===== src/hw/rtl/pvx_pkg.sv =====
// Package for the peak and valley extractor: beat types, queue entry and status types,
// sizing constants and point kind codes.
// Depends on nothing; every module of the block imports it.
package pvx_pkg;

   localparam int unsigned SAMPLE_BITS = 16;
   localparam int unsigned TIME_BITS   = 16;
   localparam int unsigned MAX_LEN     = 65536;

   // Highest index a point can carry: the record length bound or the widest time value.
   localparam int unsigned TIME_CAP_INT =
      ((MAX_LEN - 1) > ((1 << TIME_BITS) - 1)) ? ((1 << TIME_BITS) - 1) : (MAX_LEN - 1);
   localparam logic [TIME_BITS-1:0] TIME_CAP = TIME_BITS'(TIME_CAP_INT);

   localparam int unsigned QUEUE_DEPTH    = 4;
   localparam int unsigned QUEUE_PTR_BITS = $clog2(QUEUE_DEPTH);
   localparam int unsigned QUEUE_CNT_BITS = $clog2(QUEUE_DEPTH + 1);

   localparam logic KIND_PEAK   = 1'b0;
   localparam logic KIND_VALLEY = 1'b1;

   typedef struct packed {
      logic signed [SAMPLE_BITS-1:0] sample;
      logic                          last_sample;
   } req_type;

   typedef struct packed {
      logic [TIME_BITS-1:0]          point_time;
      logic signed [SAMPLE_BITS-1:0] point_value;
      logic                          point_kind;
      logic                          last_point;
   } point_type;

   // One queue entry: the points caused by one sample, first_point always present.
   typedef struct packed {
      logic      has_second;
      point_type first_point;
      point_type second_point;
   } job_type;

   typedef struct packed {
      logic empty;
      logic full;
   } queue_status_type;

endpackage


===== src/hw/rtl/pvx_front.sv =====
// Front end of the peak and valley extractor: accepts samples, tracks the slope
// and builds the queue entry of points each sample causes. Depends on pvx_pkg.
module pvx_front
   import pvx_pkg::*;
(
   input  logic    clock,
   input  logic    reset,
   input  logic    req_valid,
   output logic    req_ready,
   input  req_type req_data,
   input  logic    queue_full,
   output logic    push_valid,
   output job_type push_job
);

   typedef enum logic [1:0] {
      DIR_NONE,
      DIR_UP,
      DIR_DOWN
   } dir_type;

   dir_type                       slope_dir_ff, slope_dir_in;
   logic signed [SAMPLE_BITS-1:0] prev_value_ff, prev_value_in;
   logic signed [SAMPLE_BITS-1:0] held_value_ff, held_value_in;
   logic [TIME_BITS-1:0]          held_time_ff, held_time_in;
   logic [TIME_BITS-1:0]          sample_count_ff, sample_count_in;

   logic      accept;
   logic      first;
   logic      step_up;
   logic      step_down;
   dir_type   step_dir;
   logic      reversal;
   logic      trailing;
   point_type rev_point;
   point_type trail_point;
   point_type end_point;
   point_type start_point;

   assign req_ready = !queue_full;
   assign accept    = req_valid && req_ready;
   assign first     = (sample_count_ff == '0);

   assign step_up   = req_data.sample > prev_value_ff;
   assign step_down = req_data.sample < prev_value_ff;

   always_comb begin
      priority if (step_up) begin
         step_dir = DIR_UP;
      end else if (step_down) begin
         step_dir = DIR_DOWN;
      end else begin
         step_dir = DIR_NONE;
      end
   end

   // A reversal is reported at the start of the run that preceded it.
   assign reversal = !first && (step_dir != DIR_NONE) && (slope_dir_ff != DIR_NONE)
                     && (slope_dir_ff != step_dir);
   // A flat run at the end of a falling record counts as rising.
   assign trailing = !first && req_data.last_sample && (step_dir == DIR_NONE)
                     && (slope_dir_ff == DIR_DOWN) && (held_time_ff != sample_count_ff);

   always_comb begin
      rev_point.point_time  = held_time_ff;
      rev_point.point_value = held_value_ff;
      rev_point.point_kind  = (slope_dir_ff == DIR_UP) ? KIND_PEAK : KIND_VALLEY;
      rev_point.last_point  = 1'b0;

      trail_point.point_time  = held_time_ff;
      trail_point.point_value = held_value_ff;
      trail_point.point_kind  = KIND_VALLEY;
      trail_point.last_point  = 1'b0;

      end_point.point_time  = sample_count_ff;
      end_point.point_value = req_data.sample;
      end_point.point_kind  = KIND_PEAK;
      end_point.last_point  = 1'b1;

      start_point.point_time  = '0;
      start_point.point_value = req_data.sample;
      start_point.point_kind  = KIND_PEAK;
      start_point.last_point  = req_data.last_sample;
   end

   always_comb begin
      push_job.second_point = end_point;
      push_job.has_second   = (reversal || trailing) && req_data.last_sample;
      priority if (first) begin
         push_job.first_point = start_point;
      end else if (reversal) begin
         push_job.first_point = rev_point;
      end else if (trailing) begin
         push_job.first_point = trail_point;
      end else begin
         push_job.first_point = end_point;
      end
      push_valid = accept && (first || reversal || trailing || req_data.last_sample);
   end

   always_comb begin
      slope_dir_in    = slope_dir_ff;
      prev_value_in   = prev_value_ff;
      held_value_in   = held_value_ff;
      held_time_in    = held_time_ff;
      sample_count_in = sample_count_ff;
      if (accept) begin
         if (req_data.last_sample) begin
            slope_dir_in    = DIR_NONE;
            prev_value_in   = '0;
            held_value_in   = '0;
            held_time_in    = '0;
            sample_count_in = '0;
         end else begin
            if (first) begin
               slope_dir_in  = DIR_NONE;
               held_time_in  = '0;
               held_value_in = req_data.sample;
            end else if (step_dir != DIR_NONE) begin
               slope_dir_in  = step_dir;
               held_time_in  = sample_count_ff;
               held_value_in = req_data.sample;
            end
            prev_value_in   = req_data.sample;
            sample_count_in = (sample_count_ff < TIME_CAP) ?
                              sample_count_ff + TIME_BITS'(1) : TIME_CAP;
         end
      end
   end

   always_ff @(posedge clock) begin
      if (reset) begin
         slope_dir_ff    <= DIR_NONE;
         prev_value_ff   <= '0;
         held_value_ff   <= '0;
         held_time_ff    <= '0;
         sample_count_ff <= '0;
      end else begin
         slope_dir_ff    <= slope_dir_in;
         prev_value_ff   <= prev_value_in;
         held_value_ff   <= held_value_in;
         held_time_ff    <= held_time_in;
         sample_count_ff <= sample_count_in;
      end
   end

endmodule


===== src/hw/rtl/pvx_queue.sv =====
// Short first-in first-out queue of point entries between the front and back ends
// of the peak and valley extractor. Depends on pvx_pkg.
module pvx_queue
   import pvx_pkg::*;
(
   input  logic             clock,
   input  logic             reset,
   input  logic             push_valid,
   input  job_type          push_job,
   input  logic             pop,
   output job_type          head_job,
   output queue_status_type status
);

   job_type                   entry_ff [QUEUE_DEPTH];
   logic [QUEUE_PTR_BITS-1:0] wr_ptr_ff, wr_ptr_in;
   logic [QUEUE_PTR_BITS-1:0] rd_ptr_ff, rd_ptr_in;
   logic [QUEUE_CNT_BITS-1:0] count_ff, count_in;

   assign status.empty = (count_ff == '0);
   assign status.full  = (count_ff == QUEUE_CNT_BITS'(QUEUE_DEPTH));
   assign head_job     = entry_ff[rd_ptr_ff];

   always_comb begin
      wr_ptr_in = push_valid ? wr_ptr_ff + QUEUE_PTR_BITS'(1) : wr_ptr_ff;
      rd_ptr_in = pop ? rd_ptr_ff + QUEUE_PTR_BITS'(1) : rd_ptr_ff;
      unique case ({push_valid, pop})
         2'b10:   count_in = count_ff + QUEUE_CNT_BITS'(1);
         2'b01:   count_in = count_ff - QUEUE_CNT_BITS'(1);
         default: count_in = count_ff;
      endcase
   end

   always_ff @(posedge clock) begin
      if (push_valid) begin
         entry_ff[wr_ptr_ff] <= push_job;
      end
   end

   always_ff @(posedge clock) begin
      if (reset) begin
         wr_ptr_ff <= '0;
         rd_ptr_ff <= '0;
         count_ff  <= '0;
      end else begin
         wr_ptr_ff <= wr_ptr_in;
         rd_ptr_ff <= rd_ptr_in;
         count_ff  <= count_in;
      end
   end

`ifndef SYNTHESIS
   a_no_overflow: assert property (@(posedge clock) disable iff (reset)
      !(push_valid && status.full))
      else $error("queue written while full");

   a_no_underflow: assert property (@(posedge clock) disable iff (reset)
      !(pop && status.empty))
      else $error("queue read while empty");

   a_count_bound: assert property (@(posedge clock) disable iff (reset)
      count_ff <= QUEUE_CNT_BITS'(QUEUE_DEPTH))
      else $error("queue count beyond depth");

   a_count_tracks_ptrs: assert property (@(posedge clock) disable iff (reset)
      (wr_ptr_ff - rd_ptr_ff) == count_ff[QUEUE_PTR_BITS-1:0])
      else $error("queue pointers disagree with count");
`endif

endmodule


===== src/hw/rtl/pvx_back.sv =====
// Back end of the peak and valley extractor: takes queue entries and hands out
// their points one beat at a time through the output register. Depends on pvx_pkg.
module pvx_back
   import pvx_pkg::*;
(
   input  logic             clock,
   input  logic             reset,
   input  job_type          head_job,
   input  queue_status_type status,
   output logic             pop,
   output logic             rsp_valid,
   input  logic             rsp_ready,
   output point_type        rsp_data
);

   logic      rsp_valid_ff, rsp_valid_in;
   point_type rsp_data_ff, rsp_data_in;
   logic      has_second_ff, has_second_in;
   point_type second_ff, second_in;
   logic      out_free;

   assign out_free  = !rsp_valid_ff || rsp_ready;
   assign pop       = out_free && !has_second_ff && !status.empty;
   assign rsp_valid = rsp_valid_ff;
   assign rsp_data  = rsp_data_ff;

   always_comb begin
      rsp_valid_in  = rsp_valid_ff;
      rsp_data_in   = rsp_data_ff;
      has_second_in = has_second_ff;
      second_in     = second_ff;
      if (out_free) begin
         priority if (has_second_ff) begin
            rsp_valid_in  = 1'b1;
            rsp_data_in   = second_ff;
            has_second_in = 1'b0;
         end else if (!status.empty) begin
            rsp_valid_in  = 1'b1;
            rsp_data_in   = head_job.first_point;
            has_second_in = head_job.has_second;
            second_in     = head_job.second_point;
         end else begin
            rsp_valid_in = 1'b0;
         end
      end
   end

   always_ff @(posedge clock) begin
      rsp_data_ff <= rsp_data_in;
      second_ff   <= second_in;
      if (reset) begin
         rsp_valid_ff  <= 1'b0;
         has_second_ff <= 1'b0;
      end else begin
         rsp_valid_ff  <= rsp_valid_in;
         has_second_ff <= has_second_in;
      end
   end

`ifndef SYNTHESIS
   a_second_behind_first: assert property (@(posedge clock) disable iff (reset)
      has_second_ff |-> rsp_valid_ff)
      else $error("second point pending without a point on show");

   a_second_is_last: assert property (@(posedge clock) disable iff (reset)
      has_second_ff |-> (second_ff.last_point && !rsp_data_ff.last_point))
      else $error("pending second point is not the record end");

   a_no_pop_with_pending: assert property (@(posedge clock) disable iff (reset)
      has_second_ff |-> !pop)
      else $error("queue popped while a second point is pending");
`endif

endmodule


===== src/hw/rtl/peak_valley_extractor.sv =====
// Top level of the peak and valley extractor: joins front end, point queue and back end.
// Depends on pvx_pkg, pvx_front, pvx_queue and pvx_back.
//
// The block takes one signed sample per beat, with last_sample marking the end of a record,
// and returns the turning points of the record: the first sample, every slope reversal and
// the last sample, each with its index in the record, its value and its kind (peak or
// valley; both record ends are given as peaks). Flat stretches take the direction of the
// next nonzero step, so a reversal across a plateau is reported at the plateau's first
// sample, and a flat run at the end of a falling record yields a valley at its start just
// before the final point. The index stops counting at the record length bound less one
// (or 65535). A sample causes no, one or two points. The front end takes a sample in every
// cycle while the queue is not full, and writes the points it causes as one entry into a
// four-entry queue; the back end reads an entry and presents its points through the output
// register, one beat per cycle while rsp_ready does not hold it. The output side thus
// sustains one point per cycle when not stalled, so only samples that cause two points
// consume output time faster than they arrive; the queue depth sets how many of those the
// block absorbs before req_ready drops. When the output side is not stalled, the points of
// an accepted sample are written into a queue entry and from there loaded into the output
// register, where rsp_valid shows them. There are no configuration registers.
module peak_valley_extractor
   import pvx_pkg::*;
(
   input  logic      clock,
   input  logic      reset,
   input  logic      req_valid,
   output logic      req_ready,
   input  req_type   req_data,
   output logic      rsp_valid,
   input  logic      rsp_ready,
   output point_type rsp_data
);

   logic             push_valid;
   job_type          push_job;
   logic             pop;
   job_type          head_job;
   queue_status_type queue_status;

   // The front end holds all record state; it stalls only when the queue is full.
   pvx_front u_front (
      .clock      (clock),
      .reset      (reset),
      .req_valid  (req_valid),
      .req_ready  (req_ready),
      .req_data   (req_data),
      .queue_full (queue_status.full),
      .push_valid (push_valid),
      .push_job   (push_job)
   );

   // The queue decouples the two ends so that a stalled output does not at once stop input.
   pvx_queue u_queue (
      .clock      (clock),
      .reset      (reset),
      .push_valid (push_valid),
      .push_job   (push_job),
      .pop        (pop),
      .head_job   (head_job),
      .status     (queue_status)
   );

   // The back end splits two-point entries into separate beats on the output channel.
   pvx_back u_back (
      .clock     (clock),
      .reset     (reset),
      .head_job  (head_job),
      .status    (queue_status),
      .pop       (pop),
      .rsp_valid (rsp_valid),
      .rsp_ready (rsp_ready),
      .rsp_data  (rsp_data)
   );

endmodule

===== config.mk =====
export PLATFORM = sky130hd
export DESIGN_NAME = peak_valley_extractor
export DESIGN_NICKNAME = d
export VERILOG_FILES = /design/src/hw/rtl/pvx_pkg.sv /design/src/hw/rtl/pvx_front.sv /design/src/hw/rtl/pvx_queue.sv /design/src/hw/rtl/pvx_back.sv /design/src/hw/rtl/peak_valley_extractor.sv
export SDC_FILE = /design/constraint.sdc
export NUM_CORES = 1
export LEC_CHECK = 0
export ABC_AREA = 1
export BUFFER_PORTS_ARGS = -buffer_cell sky130_fd_sc_hd__buf_2
export CELL_PAD_IN_SITES_DETAIL_PLACEMENT = 1
export CELL_PAD_IN_SITES_GLOBAL_PLACEMENT = 1
export CORE_UTILIZATION = 52
export CTS_BUF_LIST = sky130_fd_sc_hd__clkbuf_4 sky130_fd_sc_hd__clkbuf_8
export CTS_CLUSTER_SIZE = 16
export DETAILED_ROUTE_END_ITERATION = 10
export GPL_TIMING_DRIVEN = 1
export HOLD_SLACK_MARGIN = 0.12
export PLACE_DENSITY = 0.84
export REMOVE_ABC_BUFFERS = 1
export SETUP_SLACK_MARGIN = 0.1
export SYNTH_ARGS = -nofsm -noshare
export SYNTH_HDL_FRONTEND = slang
export SYNTH_SLANG_ARGS = --single-unit

===== constraint.sdc =====
create_clock -name clock -period 7.75 [get_ports clock]
set_clock_uncertainty 0.2 [all_clocks]
set_input_delay 1.1625 -clock clock [delete_from_list [all_inputs] [get_ports clock]]
set_output_delay 1.1625 -clock clock [all_outputs]
set_load 0.05 [all_outputs]

==> results.md, run 1 <==
- Outcome: finished clean
- DR DRC count: 0
- Most used cell along the critical path: nand2_1
- Finish-stage setup viols: 0
- Largest net degree at the start of global routing: 79
- Sequential Power Share: 44.8%
- Final Max Tran Viols: 0
- Synth unique cells: 40
- CTS Hold Buffers Added: 0
- Flop and latch count out of synthesis: 411
- H-tree levels: 3
- Initial DRT Pass Iterations: 6
- Final Util: 59.3%
- Fmax: 189 MHz
- Fin crit period: 5.28 ns
- Routed len/inst: 22.2 um
- Max Buffers Root-to-Sink: 3
- Multi-input logic area: 0.00448 mm2
- DRT iter0 DRCs: 883
- Clock sink total: 411
- Io pins: 57
- Net count, final: 1,607
- Share of layout cells above drive strength 1: 13.6%
- Initial Util: 53.1%
- Sw power: 2.49 mW
- Post-route ant nets: 0
- RSZ-0062 raised after global routing: false
- Sequential area share after synthesis: 68.9%
- CP endpoint kind: register
- Worst skew pair latency: 0.61 ns
- Combinational share of power: 26.6%
- Detailed Place HPWL: 25.2 mm
- Total Routed Length: 44.8 mm
- Vias in the first global route: 12.9k
- Mapped Cells: 1,514
- Req. time, crit path: 7.76 ns
- Post-CTS Setup Repair Bufs: 0
- PD cells: 367 mW/mm2
- Sw frac: 36.1%
- Slew HR: 14.5%
- Final Hold Vio Count: 0
- Int Power: 4.41 mW
- Fin Setup TNS: 0 ns
- CP max stage cell: nor2_4
- Crit path DAT: 5.29 ns
- Synth-to-layout area growth: 11.9%
- Clock power frac: 28.6%
- Vias: 11.9k
- Antenna violations before repair: 0
- Port Buffer Count: 56
- CTS tree: yes
- First-pass GRT wire length: 70.4 mm
- Worst-margin pin slew: 1.28 ns
- Clock transition at the registers of the reported paths: 0.06 ns
- VDD IR max: 0.315 mV
- Post-CTS sizing: 0
- Worst min path class: register to register
- Die Height: 182 um
- Tcrit/Tclk final: 68.1%
- TritonCTS buffer count: 67
- Crit-path cells: buf_2, ha_1, nand2_1, o21bai_1, nand2_1, a21oi_1, nand2_1, nand2_1, nand2_2, nand2_1, nand2_1, inv_2, nand2_2, nand2_1, nand2_1, nor2_4, buf_4
- Overflow after GRT: 0
- Die footprint: 0.0330 mm2
- FF/Latch Area: 0.0116 mm2
- Setup Crit Path Kind: input pin to register
- Row count: 65
- Maximum capacitance violations: 0
- Vias per cell: 5.88
- Slowest stage delay, CP: 0.79 ns
- Core Area: 0.0316 mm2
- Leak pwr: 6.83 nW
- Antenna cells: 0
- CTS Root Cell: clkbuf_8
- Setup crit start kind: input pin
- Total power: 6.89 mW
- Tot GR Track Use: 27.7%
- CP max FO: 43
- Mapped Area: 0.0168 mm2
- Filler cell count: 3,296
- Routability cong.: 0.813
- Die Width: 182 um
- CP top delay family: simple AND/OR/NAND/NOR gates
- Worst path bufs/invs: 3
- Synth Area per Inst: 11.1 um2
- Synth warn: 0
## layout make-up
| class | instances | area share, % |
|---|---|---|
| clock inverter | 20 | 0.800 |
| clock buffer | 103 | 6.68 |
| multi-input combinational | 909 | 23.9 |
| inverter | 104 | 2.09 |
| tap | 402 | 2.68 |
| sequential | 411 | 61.7 |
| timing repair buffer | 69 | 2.21 |
## path summary, 6_finish.rpt
kind,startpoint,end,slack (ns),cells after the start
worst max-delay path,req_data[16],u_queue.entry_ff[0][23],2.47,17
worst min-delay path,u_queue.rd_ptr_ff[1],register,0.26,2
worst max register to register,u_front.prev_value_ff[15],u_queue.entry_ff[0][23],2.78,17
worst min register to register,u_queue.rd_ptr_ff[1],register,0.26,2
## power by group through the flow
stage / registers [mW] / clock network, mW / logic, mW
final: 3.09 / 1.97 / 1.83
after global routing: 3.12 / 2.09 / 1.99
after CTS: 3.09 / 2.00 / 1.84
after detailed placement: 3.13 / 0 / 1.82
after global placement: 3.10 / 0 / 1.74
after floorplan: 3.47 / 0 / 0.826
## synthesized netlist by cell type, drive strengths merged
master | count | share of area [%]
o21ai | 215 | 6.4
clkbuf | 73 | 1.6
a32oi | 1 | 0.052
o22ai | 33 | 1.2
a21o | 1 | 0.045
nor3 | 12 | 0.42
nor4 | 5 | 0.22
clkinv | 3 | 0.067
buf | 17 | 0.60
o221ai | 2 | 0.10
ha | 23 | 1.7
nand3 | 39 | 1.2
a21oi | 67 | 2.0
a221oi | 1 | 0.052
dfxtp | 77 | 9.2
a211oi | 2 | 0.089
fa | 1 | 0.12
or2 | 3 | 0.11
a31oi | 33 | 1.2
inv | 101 | 2.3
o21bai | 1 | 0.045
xnor2 | 12 | 0.63
edfxtp | 334 | 60
xor2 | 7 | 0.37
nand2 | 159 | 3.6
nand4 | 11 | 0.41
nor2 | 280 | 6.4
o21a | 1 | 0.045
## sequential cells by signal, summed over array words and instances (netlist names), named ones only
name                     count
u_back.has_second_ff         1
u_queue.rd_ptr_ff            2
u_queue.wr_ptr_ff            2
u_front.held_time_ff        16
u_front.held_value_ff       16
u_queue.entry_ff           268
u_front.prev_value_ff       16
u_back.rsp_valid             1
u_front.sample_count_ff     16
u_back.rsp_data             34
u_queue.count_ff             3
u_back.second_ff            32
u_front.slope_dir_ff         2
## logic make-up (layout without fill, tap and decap cells)
kind of cell / count (synthesis) / count (layout) / share of synthesized area, %
AOI/OAI and AO/OA: 357 / 357 / 11.3
xor gates and xnor gates: 19 / 19 / 0.991
adders and majority gates: 24 / 24 / 1.83
buffers and inverters: 194 / 296 / 4.55
DFF: 411 / 411 / 68.9
and+or+nand+nor: 509 / 509 / 12.4
## stage by stage
stage,worst slack (ns),std cells,hold WS [ns],cell area [um2]
floorplan,1.35,1424,0.233,16400
global placement,2.31,1895,0.246,17400
detailed placement,1.99,1895,0.257,17400
CTS,2.52,2018,0.265,18800
global route,2.15,2018,0.296,18800
finish,2.47,2018,0.263,18800
## per-layer routing
metal	vias up	routed length (um)	global-route usage, %
met5	-	0	0
met4	0	1440	13.0
met3	98	2300	4.31
met2	375	22500	48.0
met1	5997	18700	34.2
li1	5396	-	-
## tightest hold or removal path, delay by kind of cell (launching register included)
family | cells | cell delay, ns
flip-flops | 1 | 0.29
AO/OA/AOI/OAI | 1 | 0.07
buffers and inverters | 1 | 0.05
## cell usage in the layout (no fill, tap or decap), types with 4 or more instances in the layout
cell and count:
a31oi_1 33, nor4_1 4, nor3_1 9, o21ai_0 187, buf_4 10, clkbuf_4 26, nand2_1 155, ha_1 23
nor2_1 272, o22ai_1 33, xor2_1 7, inv_2 11, o21ai_1 28, buf_2 56, clkinv_1 10, clkinv_2 7
edfxtp_1 334, nand3_1 37, a21oi_1 67, inv_1 89, xnor2_1 12, nand4_1 11, clkbuf_8 77, dfxtp_1 75
nor2_4 5
No activity file was read; power rests on OpenSTA's default activity.
==> run 2, diff against run 1 <==
clock period = 5 ns   (was 7.75 ns; I/O delays follow)
==> run 2 against run 1 <==
Effect of this change:
- die area stayed put
- non-clock buffer count increased by 7
- sequential cell count unchanged
- clock power is 57% higher
- register-to-register slack worse by 1.9 ns
- global-route usage is 0.36 points lower
- sequential power increased by 53%
- count of clock-buffer cells in the layout up 3
- critical path type is now register to register
- highest routed layer unchanged
==> results.md, run 2 (synthesis results as in run 1) <==
- Commonest non-fill, non-tap cell in the layout: edfxtp_1 (unchanged)
- RSZ-0062 raised after global routing: false (unchanged)
- Fmax: 245 MHz
- Crit-path cells: inv_1, ha_1, nand2_1, o21bai_1, nand2_1, a21oi_1, nand3_1, nand2_2, nand2_1, nand2_1, inv_2, nand2_2, nand2_1, nand2_1, ha_1, inv_1, fa_1, o21ai_0, o21ai_0, a21oi_1 (was buf_2, ha_1, nand2_1, o21bai_1, nand2_1, a21oi_1, nand2_1, nand2_1, nand2_2, nand2_1, nand2_1, inv_2, nand2_2, nand2_1, nand2_1, nor2_4, buf_4)
- Detailed Place HPWL: 24.9 mm (was 25.2 mm)
- Synth-to-layout area growth: 12.5% (was 11.9%)
- Initial DRT Pass Iterations: 5 (was 6)
- Met1 Track Usage GR: 34.4% (was 34.2%)
- Outcome: finished clean (unchanged)
- CTS Hold Buffers Added: 0 (unchanged)
- Setup crit start kind: register (was input pin)
- Routability cong.: 0.794 (was 0.813)
- Most used cell along the critical path: nand2_1 (unchanged)
- Finish-stage setup viols: 0 (unchanged)
- Die Width: 182 um (unchanged)
- Maximum capacitance violations: 0 (unchanged)
- First-pass GRT wire length: 69.2 mm (was 70.4 mm)
- Port Buffer Count: 56 (unchanged)
- Initial Util: 53.1% (unchanged)
- Slew HR: 15.0% (was 14.5%)
- Pre-CTS setup slack: 0.460 ns (was 1.99 ns)
- Post-CTS Setup Repair Bufs: 0 (unchanged)
- Max Buffers Root-to-Sink: 3 (unchanged)
- Overflow after GRT: 0 (unchanged)
- Antenna violations before repair: 1 (was 0)
- Die footprint: 0.0330 mm2 (unchanged)
- Io pins: 57 (unchanged)
- Most frequent cells in the layout: edfxtp_1, nor2_1, o21ai_0 (unchanged)
- Post-CTS sizing: 0 (unchanged)
- Tot GR Track Use: 27.4% (was 27.7%)
- Busiest metal layer after global routing: met2 (unchanged)
- TritonCTS buffer count: 69 (was 67)
- CTS tree: yes (unchanged)
- Net count, final: 1,616 (was 1,607)
- Crit path setup slack, layout: 0.912 ns (was 2.47 ns)
- DRT iter0 DRCs: 906 (was 883)
- Die Height: 182 um (unchanged)
- Max FFs per register: 268 (unchanged)
- Filler cell count: 3,312 (was 3,296)
- CP max stage cell: fa_1 (was nor2_4)
- Final Hold Vio Count: 0 (unchanged)
- DR DRC count: 0 (unchanged)
- PD cells: 568 mW/mm2 (was 367 mW/mm2)
- CP endpoint kind: register (unchanged)
- Vias per cell: 5.88 (about the same)
- Tcrit/Tclk final: 81.8%
- Met3 Use GR: 3.93% (was 4.31%)
- Core Area: 0.0316 mm2 (unchanged)
- Routed len/inst: 21.8 um (was 22.2 um)
- Crit path DAT: 4.41 ns (was 5.29 ns)
- Total Routed Length: 44.2 mm (was 44.8 mm)
- Worst-margin pin slew: 1.27 ns (was 1.28 ns)
- Worst skew pair latency: 0.61 ns (about the same)
- Final Max Tran Viols: 0 (unchanged)
- Worst min path class: input pin to register (was register to register)
- Row count: 65 (unchanged)
- H-tree levels: 3 (unchanged)
- CTS Root Cell: clkbuf_8 (unchanged)
- Largest net degree at the start of global routing: 95 (was 79)
- Clock transition at the registers of the reported paths: 0.06 ns (about the same)
- Met2 Track Usage GR: 47.6% (was 48.0%)
- Vias: 11.9k (about the same)
- VDD IR max: 0.550 mV (was 0.315 mV)
- Reg with most FFs: u_queue.entry_ff (unchanged)
- Setup Crit Path Kind: register to register (was input pin to register)
- Leak pwr: 6.86 nW (was 6.83 nW)
- Final hold slack: 0.196 ns (was 0.263 ns)
- Post-route ant nets: 0 (unchanged)
- Fin crit period: 4.09 ns
- CP max FO: 12 (was 43)
- Req. time, crit path: 5.32 ns (was 7.76 ns)
- Clock sink total: 411 (unchanged)
- Vias in the first global route: 12.9k (about the same)
- Share of layout cells above drive strength 1: 14.0% (was 13.6%)
- Slowest stage delay, CP: 0.44 ns (was 0.79 ns)
[run 2: cell types whose count changed in the layout (fill, tap and decap cells not counted), moves of 2 or more]
cell        before  now
clkinv_1        10   14
clkinv_2         7    5
clkinvlp_4       1    5
inv_6            2    0
clkbuf_4        26   28
inv_8            2    0
buf_4           10   16
[run 2: final cells by class]
cell class | count | area [um2] | area share [%]
Sequential cell | 411 | 11600 | 61.3
Multi-Input combinational cell | 909 | 4480 | 23.8
Clock buffer | 106 | 1280 | 6.80
Tap cell | 402 | 503 | 2.66
Timing Repair Buffer | 76 | 480 | 2.54
Inverter | 104 | 392 | 2.07
Clock inverter | 22 | 159 | 0.842
Antenna cell | 1 | 2.50 | 0.0133
[run 2: path summary, 6_finish.rpt]
check	slack [ns]	startpoint	cells past startpoint	to
worst min register to register	0.27	u_front.held_value_ff[9]	2	u_front.held_value_ff[9]
worst min-delay path	0.20	req_data[2]	1	u_queue.entry_ff[2][1]
worst max-delay path	0.91	u_front.prev_value_ff[15]	20	u_queue.count_ff[2]
worst max register to register	0.91	u_front.prev_value_ff[15]	20	u_queue.count_ff[2]
[run 2: metal layers]
layer,vias to the layer above,wire length [um]
li1,5413,-
met1,6046,18400
met2,389,22500
met3,86,2300
met4,0,1070
met5,-,0
[run 2: per-stage QoR]
| step | util, % | power, mW | setup TNS, ns | instance area [um2] | std cells |
|---|---|---|---|---|---|
| after floorplan | - | 6.67 | -293.36 | 16400 | 1424 |
| after detailed placement | 55.1 | 7.70 | 0 | 17400 | 1902 |
| after global placement | 55.1 | 7.51 | 0 | 17400 | 1902 |
| after CTS | 59.7 | 10.8 | 0 | 18900 | 2030 |
| final | 59.7 | 10.7 | 0 | 18900 | 2031 |
| after global routing | 59.7 | 11.2 | 0 | 18900 | 2031 |
[run 2: where the power goes]
part           total [mW]  switching (mW)  internal, mW  leakage (nW)
Clock                3.09            1.35          1.74         0.752
Sequential           4.73           0.221          4.51          3.76
Combinational        2.91            2.25         0.652          2.35
[run 2: critical path: cells and delay by family, from the launching register on]
family / cells / cell delay [ns]
flops: 1 / 0.31
buf+inv: 3 / 0.19
simple gates: 9 / 1.42
fa+ha+maj: 3 / 0.92
compound gates: 5 / 0.96
